===== src/gpost_pkg.sv =====
package gpost_pkg;

    localparam int MAX_GOALS        = 8;
    localparam int MAX_ACTIONS      = 8;
    localparam int DEF_NUM_GOALS    = 8;
    localparam int DEF_NUM_ACTIONS  = 8;

    localparam int DIV_NW           = 50;
    localparam int DIV_DW           = 36;
    localparam int MUL_W            = 32;

    localparam logic [2:0] CFG_RATIONALITY = 3'd0;
    localparam logic [2:0] CFG_KNOWN       = 3'd1;
    localparam logic [2:0] CFG_EFFECT      = 3'd2;
    localparam logic [2:0] CFG_PRIOR_LOW   = 3'd3;
    localparam logic [2:0] CFG_PRIOR_HIGH  = 3'd4;

    localparam logic [36:0] T_LIMIT        = 37'd491520;
    localparam logic [31:0] RECIP_5        = 32'd3355444;
    localparam int          TAYLOR_TERMS   = 12;
    localparam int          SQUARINGS      = 4;

    typedef enum logic [4:0] {
        S_IDLE,
        S_MAX,
        S_G_START,
        S_T,
        S_D,
        S_DR,
        S_TM,
        S_TK,
        S_TKW,
        S_SQ,
        S_SQR,
        S_W,
        S_WR,
        S_G_NEXT,
        S_P,
        S_PW,
        S_OUT
    } t_state;

    typedef struct packed {
        logic              start;
        logic [DIV_NW-1:0] num;
        logic [DIV_DW-1:0] den;
    } t_div_req;

    typedef struct packed {
        logic              done;
        logic [DIV_NW-1:0] quo;
    } t_div_rsp;

endpackage


===== src/gpost_mul.sv =====
module gpost_mul (
    input  logic                         i_clk,
    input  logic [gpost_pkg::MUL_W-1:0]  i_a,
    input  logic [gpost_pkg::MUL_W-1:0]  i_b,
    output logic [2*gpost_pkg::MUL_W-1:0] o_prod
);

    logic [2*gpost_pkg::MUL_W-1:0] r_prod;

    always_ff @(posedge i_clk) begin
        r_prod <= i_a * i_b;
    end

    assign o_prod = r_prod;

endmodule


===== src/gpost_div.sv =====
module gpost_div (
    input  logic                i_clk,
    input  logic                i_rst_n,
    input  gpost_pkg::t_div_req i_req,
    output gpost_pkg::t_div_rsp o_rsp
);

    localparam int NW = gpost_pkg::DIV_NW;
    localparam int DW = gpost_pkg::DIV_DW;
    localparam int CW = $clog2(NW + 1);

    logic [DW:0]   r_rem;
    logic [NW-1:0] r_quo;
    logic [DW-1:0] r_den;
    logic [CW-1:0] r_cnt;
    logic          r_busy;
    logic          r_done;

    logic [DW:0]   trial;
    logic          fits;

    assign trial = {r_rem[DW-1:0], r_quo[NW-1]};
    assign fits  = trial >= {1'b0, r_den};

    always_ff @(posedge i_clk) begin
        if (!i_rst_n) begin
            r_busy <= 1'b0;
            r_done <= 1'b0;
            r_cnt  <= '0;
        end else begin
            r_done <= 1'b0;
            if (i_req.start) begin
                r_busy <= 1'b1;
                r_cnt  <= CW'(NW);
                r_rem  <= '0;
                r_quo  <= i_req.num;
                r_den  <= i_req.den;
            end else if (r_busy) begin
                r_rem <= fits ? (trial - {1'b0, r_den}) : trial;
                r_quo <= {r_quo[NW-2:0], fits};
                r_cnt <= r_cnt - 1'b1;
                if (r_cnt == CW'(1)) begin
                    r_busy <= 1'b0;
                    r_done <= 1'b1;
                end
            end
        end
    end

    assign o_rsp.done = r_done;
    assign o_rsp.quo  = r_quo;

    a_done_after_busy: assert property (@(posedge i_clk) disable iff (!i_rst_n)
        r_done |-> $past(r_busy))
        else $error("divider finished without running");
    a_start_idle: assert property (@(posedge i_clk) disable iff (!i_rst_n)
        i_req.start |-> !r_busy)
        else $error("divider started while busy");
    a_done_pulse: assert property (@(posedge i_clk) disable iff (!i_rst_n)
        r_done |=> !r_done)
        else $error("divider done held for more than one cycle");

endmodule


===== src/goal_posterior_update_core.sv =====
// Channel   Direction  Handshake            Payload
// input     in         i_valid / o_stall    i_action, i_action_index
// result    out        o_valid / i_stall    o_goal_index, o_probability, o_last
// config    in         i_cfg_we             i_cfg_idx, i_cfg_data
//
// One item at a time; o_stall is high from the accepting edge until the last result transfers.
// Per item: counts update and a pass over the goals finds the maximum; then per goal the weight
// is skipped at zero, zeroed when the exponent cuts off, else set by twelve series divisions.
// Each result needs one divide, or none when all weights are zero.
// Reset is synchronous: counts cleared, registers at their reset values.
// A stalled result holds; the block waits in the output state until it transfers.
module goal_posterior_update_core #(
    parameter int NUM_GOALS   = gpost_pkg::DEF_NUM_GOALS,
    parameter int NUM_ACTIONS = gpost_pkg::DEF_NUM_ACTIONS
) (
    input  logic        i_clk,
    input  logic        i_rst_n,
    input  logic        i_cfg_we,
    input  logic [2:0]  i_cfg_idx,
    input  logic [63:0] i_cfg_data,
    input  logic        i_valid,
    output logic        o_stall,
    input  logic        i_action,
    input  logic [2:0]  i_action_index,
    output logic        o_valid,
    input  logic        i_stall,
    output logic [2:0]  o_goal_index,
    output logic [16:0] o_probability,
    output logic        o_last
);

    localparam int          MG    = gpost_pkg::MAX_GOALS;
    localparam logic [2:0]  G_END = 3'(NUM_GOALS - 1);

    gpost_pkg::t_state r_state, n_state;

    logic [15:0] r_rat;
    logic [7:0]  r_known;
    logic [63:0] r_effect;
    logic [63:0] r_pw_lo;
    logic [63:0] r_pw_hi;
    logic [15:0] r_cnt [MG];
    logic [31:0] r_num [MG];

    logic [2:0]         r_g;
    logic               r_any;
    logic [15:0]        r_cmax;
    logic [34:0]        r_total;
    logic [21:0]        r_dn;
    logic [29:0]        r_y;
    logic [30:0]        r_term;
    logic signed [32:0] r_sum;
    logic [3:0]         r_k;
    logic [30:0]        r_v;
    logic [1:0]         r_sq;
    logic [16:0]        r_e;
    logic [16:0]        r_p;

    logic [31:0]              mul_a, mul_b;
    logic [63:0]              prod;
    gpost_pkg::t_div_req      div_req;
    gpost_pkg::t_div_rsp      div_rsp;

    logic [15:0]        w_g;
    logic [15:0]        delta;
    logic [36:0]        t_val;
    logic               t_big;
    logic [30:0]        sq_v;
    logic signed [32:0] sum_nx;
    logic [30:0]        v_clamp;
    logic               in_fire;
    logic               out_fire;
    logic               act_known;

    assign w_g      = (r_g < 3'd4) ? 16'(r_pw_lo >> (16 * r_g[1:0]))
                                   : 16'(r_pw_hi >> (16 * r_g[1:0]));
    assign delta    = r_cmax - r_cnt[r_g];
    assign t_val    = {1'b0, prod[31:0], 4'b0} + {4'b0, prod[31:0], 1'b0}
                      + {5'b0, prod[31:0]};
    assign t_big    = t_val >= gpost_pkg::T_LIMIT;
    assign sq_v     = 31'((prod + 64'd536870912) >> 30);
    assign sum_nx   = r_k[0] ? (r_sum - $signed({2'b0, div_rsp.quo[30:0]}))
                             : (r_sum + $signed({2'b0, div_rsp.quo[30:0]}));
    assign v_clamp  = (sum_nx < 0) ? 31'd0
                    : (sum_nx > 33'sd1073741824) ? 31'd1073741824 : sum_nx[30:0];
    assign in_fire  = i_valid && !o_stall;
    assign out_fire = o_valid && !i_stall;
    assign act_known = (4'(i_action_index) < 4'(NUM_ACTIONS)) && r_known[i_action_index];

    gpost_mul u_mul (
        .i_clk  (i_clk),
        .i_a    (mul_a),
        .i_b    (mul_b),
        .o_prod (prod)
    );

    gpost_div u_div (
        .i_clk   (i_clk),
        .i_rst_n (i_rst_n),
        .i_req   (div_req),
        .o_rsp   (div_rsp)
    );

    always_comb begin
        n_state = r_state;
        unique case (r_state)
            gpost_pkg::S_IDLE:    if (i_valid) n_state = gpost_pkg::S_MAX;
            gpost_pkg::S_MAX:     if (r_g == G_END) n_state = gpost_pkg::S_G_START;
            gpost_pkg::S_G_START: n_state = (w_g == 16'd0) ? gpost_pkg::S_G_NEXT : gpost_pkg::S_T;
            gpost_pkg::S_T:       n_state = t_big ? gpost_pkg::S_W : gpost_pkg::S_D;
            gpost_pkg::S_D:       n_state = gpost_pkg::S_DR;
            gpost_pkg::S_DR:      n_state = gpost_pkg::S_TM;
            gpost_pkg::S_TM:      n_state = gpost_pkg::S_TK;
            gpost_pkg::S_TK:      n_state = gpost_pkg::S_TKW;
            gpost_pkg::S_TKW: begin
                if (div_rsp.done) begin
                    n_state = (r_k == 4'(gpost_pkg::TAYLOR_TERMS)) ? gpost_pkg::S_SQ
                                                                    : gpost_pkg::S_TM;
                end
            end
            gpost_pkg::S_SQ:      n_state = gpost_pkg::S_SQR;
            gpost_pkg::S_SQR: begin
                n_state = (r_sq == 2'(gpost_pkg::SQUARINGS - 1)) ? gpost_pkg::S_W
                                                                 : gpost_pkg::S_SQ;
            end
            gpost_pkg::S_W:       n_state = gpost_pkg::S_WR;
            gpost_pkg::S_WR:      n_state = gpost_pkg::S_G_NEXT;
            gpost_pkg::S_G_NEXT:  n_state = (r_g == G_END) ? gpost_pkg::S_P : gpost_pkg::S_G_START;
            gpost_pkg::S_P:       n_state = (r_total == '0) ? gpost_pkg::S_OUT : gpost_pkg::S_PW;
            gpost_pkg::S_PW:      if (div_rsp.done) n_state = gpost_pkg::S_OUT;
            gpost_pkg::S_OUT: begin
                if (!i_stall) n_state = (r_g == G_END) ? gpost_pkg::S_IDLE : gpost_pkg::S_P;
            end
            default:              n_state = gpost_pkg::S_IDLE;
        endcase
    end

    always_comb begin
        mul_a         = '0;
        mul_b         = '0;
        div_req.start = 1'b0;
        div_req.num   = '0;
        div_req.den   = '0;
        o_stall       = (r_state != gpost_pkg::S_IDLE);
        o_valid       = (r_state == gpost_pkg::S_OUT);
        unique case (r_state)
            gpost_pkg::S_G_START: begin
                mul_a = {16'b0, r_rat};
                mul_b = {16'b0, delta};
            end
            gpost_pkg::S_D: begin
                mul_a = {10'b0, r_dn};
                mul_b = gpost_pkg::RECIP_5;
            end
            gpost_pkg::S_TM: begin
                mul_a = {1'b0, r_term};
                mul_b = {2'b0, r_y};
            end
            gpost_pkg::S_TK: begin
                div_req.start = 1'b1;
                div_req.num   = {18'b0, prod[61:30]};
                div_req.den   = {32'b0, r_k};
            end
            gpost_pkg::S_SQ: begin
                mul_a = {1'b0, r_v};
                mul_b = {1'b0, r_v};
            end
            gpost_pkg::S_W: begin
                mul_a = {16'b0, w_g};
                mul_b = {15'b0, r_e};
            end
            gpost_pkg::S_P: begin
                div_req.start = (r_total != '0);
                div_req.num   = {2'b0, r_num[r_g], 16'b0} + {16'b0, r_total[34:1]};
                div_req.den   = {1'b0, r_total};
            end
            default: begin
            end
        endcase
    end

    always_ff @(posedge i_clk) begin
        if (!i_rst_n) begin
            r_state  <= gpost_pkg::S_IDLE;
            r_rat    <= 16'd4096;
            r_known  <= '0;
            r_effect <= '0;
            r_pw_lo  <= '0;
            r_pw_hi  <= '0;
            r_g      <= '0;
            for (int g = 0; g < MG; g++) r_cnt[g] <= '0;
        end else begin
            r_state <= n_state;
            if (i_cfg_we) begin
                unique case (i_cfg_idx)
                    gpost_pkg::CFG_RATIONALITY: r_rat    <= i_cfg_data[15:0];
                    gpost_pkg::CFG_KNOWN:       r_known  <= i_cfg_data[7:0];
                    gpost_pkg::CFG_EFFECT:      r_effect <= i_cfg_data;
                    gpost_pkg::CFG_PRIOR_LOW:   r_pw_lo  <= i_cfg_data;
                    gpost_pkg::CFG_PRIOR_HIGH:  r_pw_hi  <= i_cfg_data;
                    default: begin
                    end
                endcase
            end
            unique case (r_state)
                gpost_pkg::S_IDLE: begin
                    if (in_fire) begin
                        for (int g = 0; g < MG; g++) begin
                            if (i_action) begin
                                r_cnt[g] <= '0;
                            end else if (act_known && g < NUM_GOALS
                                         && r_effect[{i_action_index, 3'(g)}]
                                         && r_cnt[g] != 16'hFFFF) begin
                                r_cnt[g] <= r_cnt[g] + 1'b1;
                            end
                        end
                        r_g    <= '0;
                        r_any  <= 1'b0;
                        r_cmax <= '0;
                    end
                end
                gpost_pkg::S_MAX: begin
                    if (w_g != 16'd0 && (!r_any || r_cnt[r_g] > r_cmax)) begin
                        r_cmax <= r_cnt[r_g];
                        r_any  <= 1'b1;
                    end
                    r_g     <= (r_g == G_END) ? 3'd0 : r_g + 1'b1;
                    r_total <= '0;
                end
                gpost_pkg::S_G_START: begin
                    if (w_g == 16'd0) r_num[r_g] <= '0;
                end
                gpost_pkg::S_T: begin
                    if (t_big) r_e <= '0;
                    else r_dn <= {t_val[18:0], 3'b0} + 22'd2;
                end
                gpost_pkg::S_DR: begin
                    r_y    <= {prod[43:24], 10'b0};
                    r_term <= 31'd1073741824;
                    r_sum  <= 33'sd1073741824;
                    r_k    <= 4'd1;
                end
                gpost_pkg::S_TKW: begin
                    if (div_rsp.done) begin
                        r_term <= div_rsp.quo[30:0];
                        r_sum  <= sum_nx;
                        r_k    <= r_k + 1'b1;
                        r_v    <= v_clamp;
                        r_sq   <= '0;
                    end
                end
                gpost_pkg::S_SQR: begin
                    r_v  <= sq_v;
                    r_sq <= r_sq + 1'b1;
                    r_e  <= 17'(({1'b0, sq_v} + 32'd8192) >> 14);
                end
                gpost_pkg::S_WR: begin
                    r_num[r_g] <= prod[31:0];
                    r_total    <= r_total + {3'b0, prod[31:0]};
                end
                gpost_pkg::S_G_NEXT: begin
                    r_g <= (r_g == G_END) ? 3'd0 : r_g + 1'b1;
                end
                gpost_pkg::S_P: begin
                    if (r_total == '0) r_p <= '0;
                end
                gpost_pkg::S_PW: begin
                    if (div_rsp.done) r_p <= div_rsp.quo[16:0];
                end
                gpost_pkg::S_OUT: begin
                    if (!i_stall) r_g <= (r_g == G_END) ? 3'd0 : r_g + 1'b1;
                end
                default: begin
                end
            endcase
        end
    end

    assign o_goal_index  = r_g;
    assign o_probability = r_p;
    assign o_last        = (r_g == G_END);

    a_busy_after_accept: assert property (@(posedge i_clk) disable iff (!i_rst_n)
        in_fire |=> o_stall)
        else $error("block still ready after taking an item");
    a_idle_after_last: assert property (@(posedge i_clk) disable iff (!i_rst_n)
        out_fire && o_last |=> !o_valid && !o_stall)
        else $error("block not idle after the final result");
    a_no_result_when_ready: assert property (@(posedge i_clk) disable iff (!i_rst_n)
        !o_stall |-> !o_valid)
        else $error("result offered while accepting input");
    a_prob_range: assert property (@(posedge i_clk) disable iff (!i_rst_n)
        o_valid |-> o_probability <= 17'd65536)
        else $error("probability above one");

endmodule

===== config.mk =====
export PLATFORM = sky130hd
export DESIGN_NAME = goal_posterior_update_core
export DESIGN_NICKNAME = d
export VERILOG_FILES = /design/src/gpost_pkg.sv /design/src/gpost_mul.sv /design/src/gpost_div.sv /design/src/goal_posterior_update_core.sv
export SDC_FILE = /design/constraint.sdc
export NUM_CORES = 2
export LEC_CHECK = 0
export BUFFER_PORTS_ARGS = -buffer_cell sky130_fd_sc_hd__buf_2
export CAP_MARGIN = 10
export CORE_MARGIN = 2
export CORE_UTILIZATION = 42
export DETAILED_ROUTE_END_ITERATION = 12
export PLACE_DENSITY = 0.71
export SYNTH_ARGS = -nofsm -noshare
export SYNTH_HDL_FRONTEND = slang
export SYNTH_SLANG_ARGS = --single-unit
export TNS_END_PERCENT = 50

===== constraint.sdc =====
create_clock -name i_clk -period 12.55 [get_ports i_clk]
set_input_delay 2.51 -clock i_clk [delete_from_list [all_inputs] [get_ports i_clk]]
set_output_delay 2.51 -clock i_clk [all_outputs]
set_load 0.05 [all_outputs]

==> impl_metrics.env <==
export IMPL_dp_hpwl_um=207000
export IMPL_wl_per_cell_um=24.4
export IMPL_rsz0062_at_grt="false"
export IMPL_grt_pass1_wl_um=405000
export IMPL_synthFlopType="edfxtp_1"
export IMPL_hold_buffers=0
export IMPL_grt_usage_pct=26.2
export IMPL_path_max_fanout=19
export IMPL_postCtsSetupBuffers=0
export IMPL_crit_path_end_kind="register"
export IMPL_slew_headroom_pct=15.3
export IMPL_pin_count=99
export IMPL_power_density_nw_per_um2=99.7
export IMPL_port_buffers=98
export IMPL_cp_slowest_cell="mux4_2"
export IMPL_crit_arrival_ns=12.59
export IMPL_yosys_cell_types_count=86
export IMPL_cts_buffers=107
export IMPL_tns_ns=0
export IMPL_synth_most_common_cell="nand2_1"
export IMPL_cp_common_cell="fa_1"
export IMPL_die_width_um=452
export IMPL_first_pass_iters=9
export IMPL_fmax_mhz=83.7
export IMPL_setup_worst_path_start_class="register"
export IMPL_antenna_left=0
export IMPL_p_leak_nw=36.4
export IMPL_multi_input_area_um2=51800
export IMPL_cts_tree="done"
export IMPL_syn_to_final_growth_pct=9.24
export IMPL_netlist_instances=8319
export IMPL_outcome="finished, final reports clean"
export IMPL_crit_required_ns=13.19
export IMPL_seq_area_um2=27900
export IMPL_synth_seq_cells=1028
export IMPL_syn_area_um2=84100
export IMPL_start_util_pct=42.2
export IMPL_avgSynthCellArea_um2=10.1
export IMPL_final_min_clock_period_ns=11.94
export IMPL_gr_total_overflow=0
export IMPL_via_per_inst=5.81
export IMPL_ys_warn_count=0
export IMPL_p_total_mw=9.17
export IMPL_routed_wl_um=270000
export IMPL_setup_viol=0
export IMPL_final_area_um2=91900
export IMPL_drc_errors=0
export IMPL_hold_viol_final=0
export IMPL_yosysSeqAreaShare_pct=33.2
export IMPL_syn_num_nets=9710
export IMPL_dieArea_um2=204000
export IMPL_clkTransAtPathRegs_ns=0.06
export IMPL_synth_top_area_share_pct=26.1
export IMPL_n_fill_cell=18418
export IMPL_synth_edf_count=731
export IMPL_max_stage_delay_ns=0.55
export IMPL_worst_slew_pin_slew_ns=1.27
export IMPL_final_cells=11053
export IMPL_antenna_found_initial=13
export IMPL_final_layout_size_suffix_gt1_share_pct=8.86
export IMPL_placed_area_um2=88200
export IMPL_gp_congestion=1.01
export IMPL_dieHeight_um=452
export IMPL_cts_max_level=3
export IMPL_drv_slew=0
export IMPL_cts_max_path_buffers=3
export IMPL_hp_class="reg2reg"
export IMPL_cts_root_buf="clkbuf_16"
export IMPL_first_iter_violations=6766
export IMPL_yosysTopAreaCell="edfxtp_1"
export IMPL_async_flop_share_pct=0
export IMPL_synth_commonest_cells="1287 x nand2_1, 907 x inv_1, 871 x fa_1, 829 x nor2_1, 731 x edfxtp_1"
export IMPL_routed_via_count=64202
export IMPL_nNetsFinal=9687
export IMPL_core_um2=199000
export IMPL_cts_resized=0
export IMPL_netlist_top_cells_area="edfxtp_1 26%, fa_1 21%, dfxtp_1 7.1%"
export IMPL_place_inst=10843
export IMPL_grt_pass1_vias=64862
export IMPL_cts_sinks=1028
export IMPL_cap_violations=0
export IMPL_fin_crit_sh_pct=95.2
export IMPL_ir_worst_vdd_mv=0.136
export IMPL_critPathKind="reg2reg"
export IMPL_finClkSkew_ns=0.0480
export IMPL_clk_latency_ns=0.76
export IMPL_std_cell_rows=164
export IMPL_grt_max_degree=82
[critical path: cells and delay by family (launching register included)]
kind | cells | cell delay (ns)
DFF | 1 | 0.41
buffers and inverters | 9 | 1.31
muxes | 3 | 0.93
AOI/OAI and AO/OA | 12 | 2.93
xor gates and xnor gates | 1 | 0.24
adders and majority gates | 10 | 4.62
and+or+nand+nor | 6 | 1.34
[path summary, 6_finish.rpt]
| check | from | to | slack (ns) | cells after the start |
|---|---|---|---|---|
| max | register | u_mul.o_prod[58] | 0.61 | 41 |
| min | r_effect[29] | r_effect[29] | 0.46 | 2 |
| max reg2reg | register | u_mul.o_prod[58] | 0.61 | 41 |
| min reg2reg | r_effect[29] | r_effect[29] | 0.46 | 2 |
[layout make-up]
class,count,share of cell area [%]
Antenna cell,11,0.0299
Clock buffer,141,3.24
Clock inverter,58,0.730
Inverter,907,3.70
Multi-Input combinational cell,5978,56.3
Sequential cell,1028,30.4
Tap cell,2656,3.62
Timing Repair Buffer,274,1.99
[layout by cell type, fill, tap and decap left out, types with 21 or more instances in the layout]
cell and instances:
nand2_1 1285, mux4_2 146, and3_1 122, a211o_1 23, nor2_1 814, a21oi_1 242, fa_1 871, o21a_1 37
inv_1 907, buf_2 97, nand2b_1 41, nand4_1 47, nor2b_1 35, a31oi_1 22, a21boi_0 230, mux2i_1 75
ha_1 444, a22oi_1 34, o21ai_0 183, edfxtp_1 731, xor2_1 197, a21o_1 102, nand3_1 149, a211oi_1 39
nor3_1 66, o211ai_1 24, and2_1 88, clkbuf_1 21, buf_4 175, a22o_1 34, dfxtp_1 291, xnor2_1 195
clkbuf_16 112, mux2_2 33, o21bai_1 30, and4_1 22, or3_1 21
[kinds of logic (layout without fill, tap and decap cells)]
family | count (synthesis) | in the layout | share of synthesized area [%]
xor+xnor | 392 | 392 | 4.08
compound gates | 1214 | 1214 | 9.92
buf+inv | 1313 | 1380 | 5.88
fa+ha+maj | 1315 | 1315 | 27.3
flops | 1028 | 1028 | 33.2
mux | 255 | 255 | 5.25
other cells | 0 | 11 | 0
simple gates | 2802 | 2802 | 14.4
[power by group]
| part | internal [mW] | switching [mW] |
|---|---|---|
| combinational | 0.651 | 1.28 |
| sequential | 3.76 | 0.179 |
| clock | 1.86 | 1.44 |
[through the flow]
step / utilization (%) / worst slack, ns / hold WS [ns]
global route: 46.1 / 0.0252 / 0.478
global placement: 44.2 / 0.390 / 0.448
detailed placement: 44.2 / 0.216 / 0.455
floorplan: - / 0.579 / 0.440
CTS: 46.1 / 0.142 / 0.464
finish: 46.1 / 0.609 / 0.462
[flip-flops by register name, summed over array words and instances, names as in the netlist, 19 cells and up, named ones only]
signal / count
r_cnt: 128
r_dn: 19
r_effect: 64
r_num: 256
r_pw_hi: 64
r_pw_lo: 64
r_sum: 33
r_term: 31
r_total: 35
r_v: 31
r_y: 20
u_div.r_den: 35
u_div.r_quo: 50
u_div.r_rem: 36
u_mul.o_prod: 62
[routing by layer]
metal | track usage, % | part of all wire (%) | vias up
met4 | 12.7 | 5.6 | 16
li1 | - | - | 27910
met1 | 34.5 | 39 | 32160
met3 | 5.81 | 10 | 733
met5 | 0 | 0.036 | -
met2 | 40.9 | 45 | 3383
Note: power is estimated with default switching activity, not from simulation.
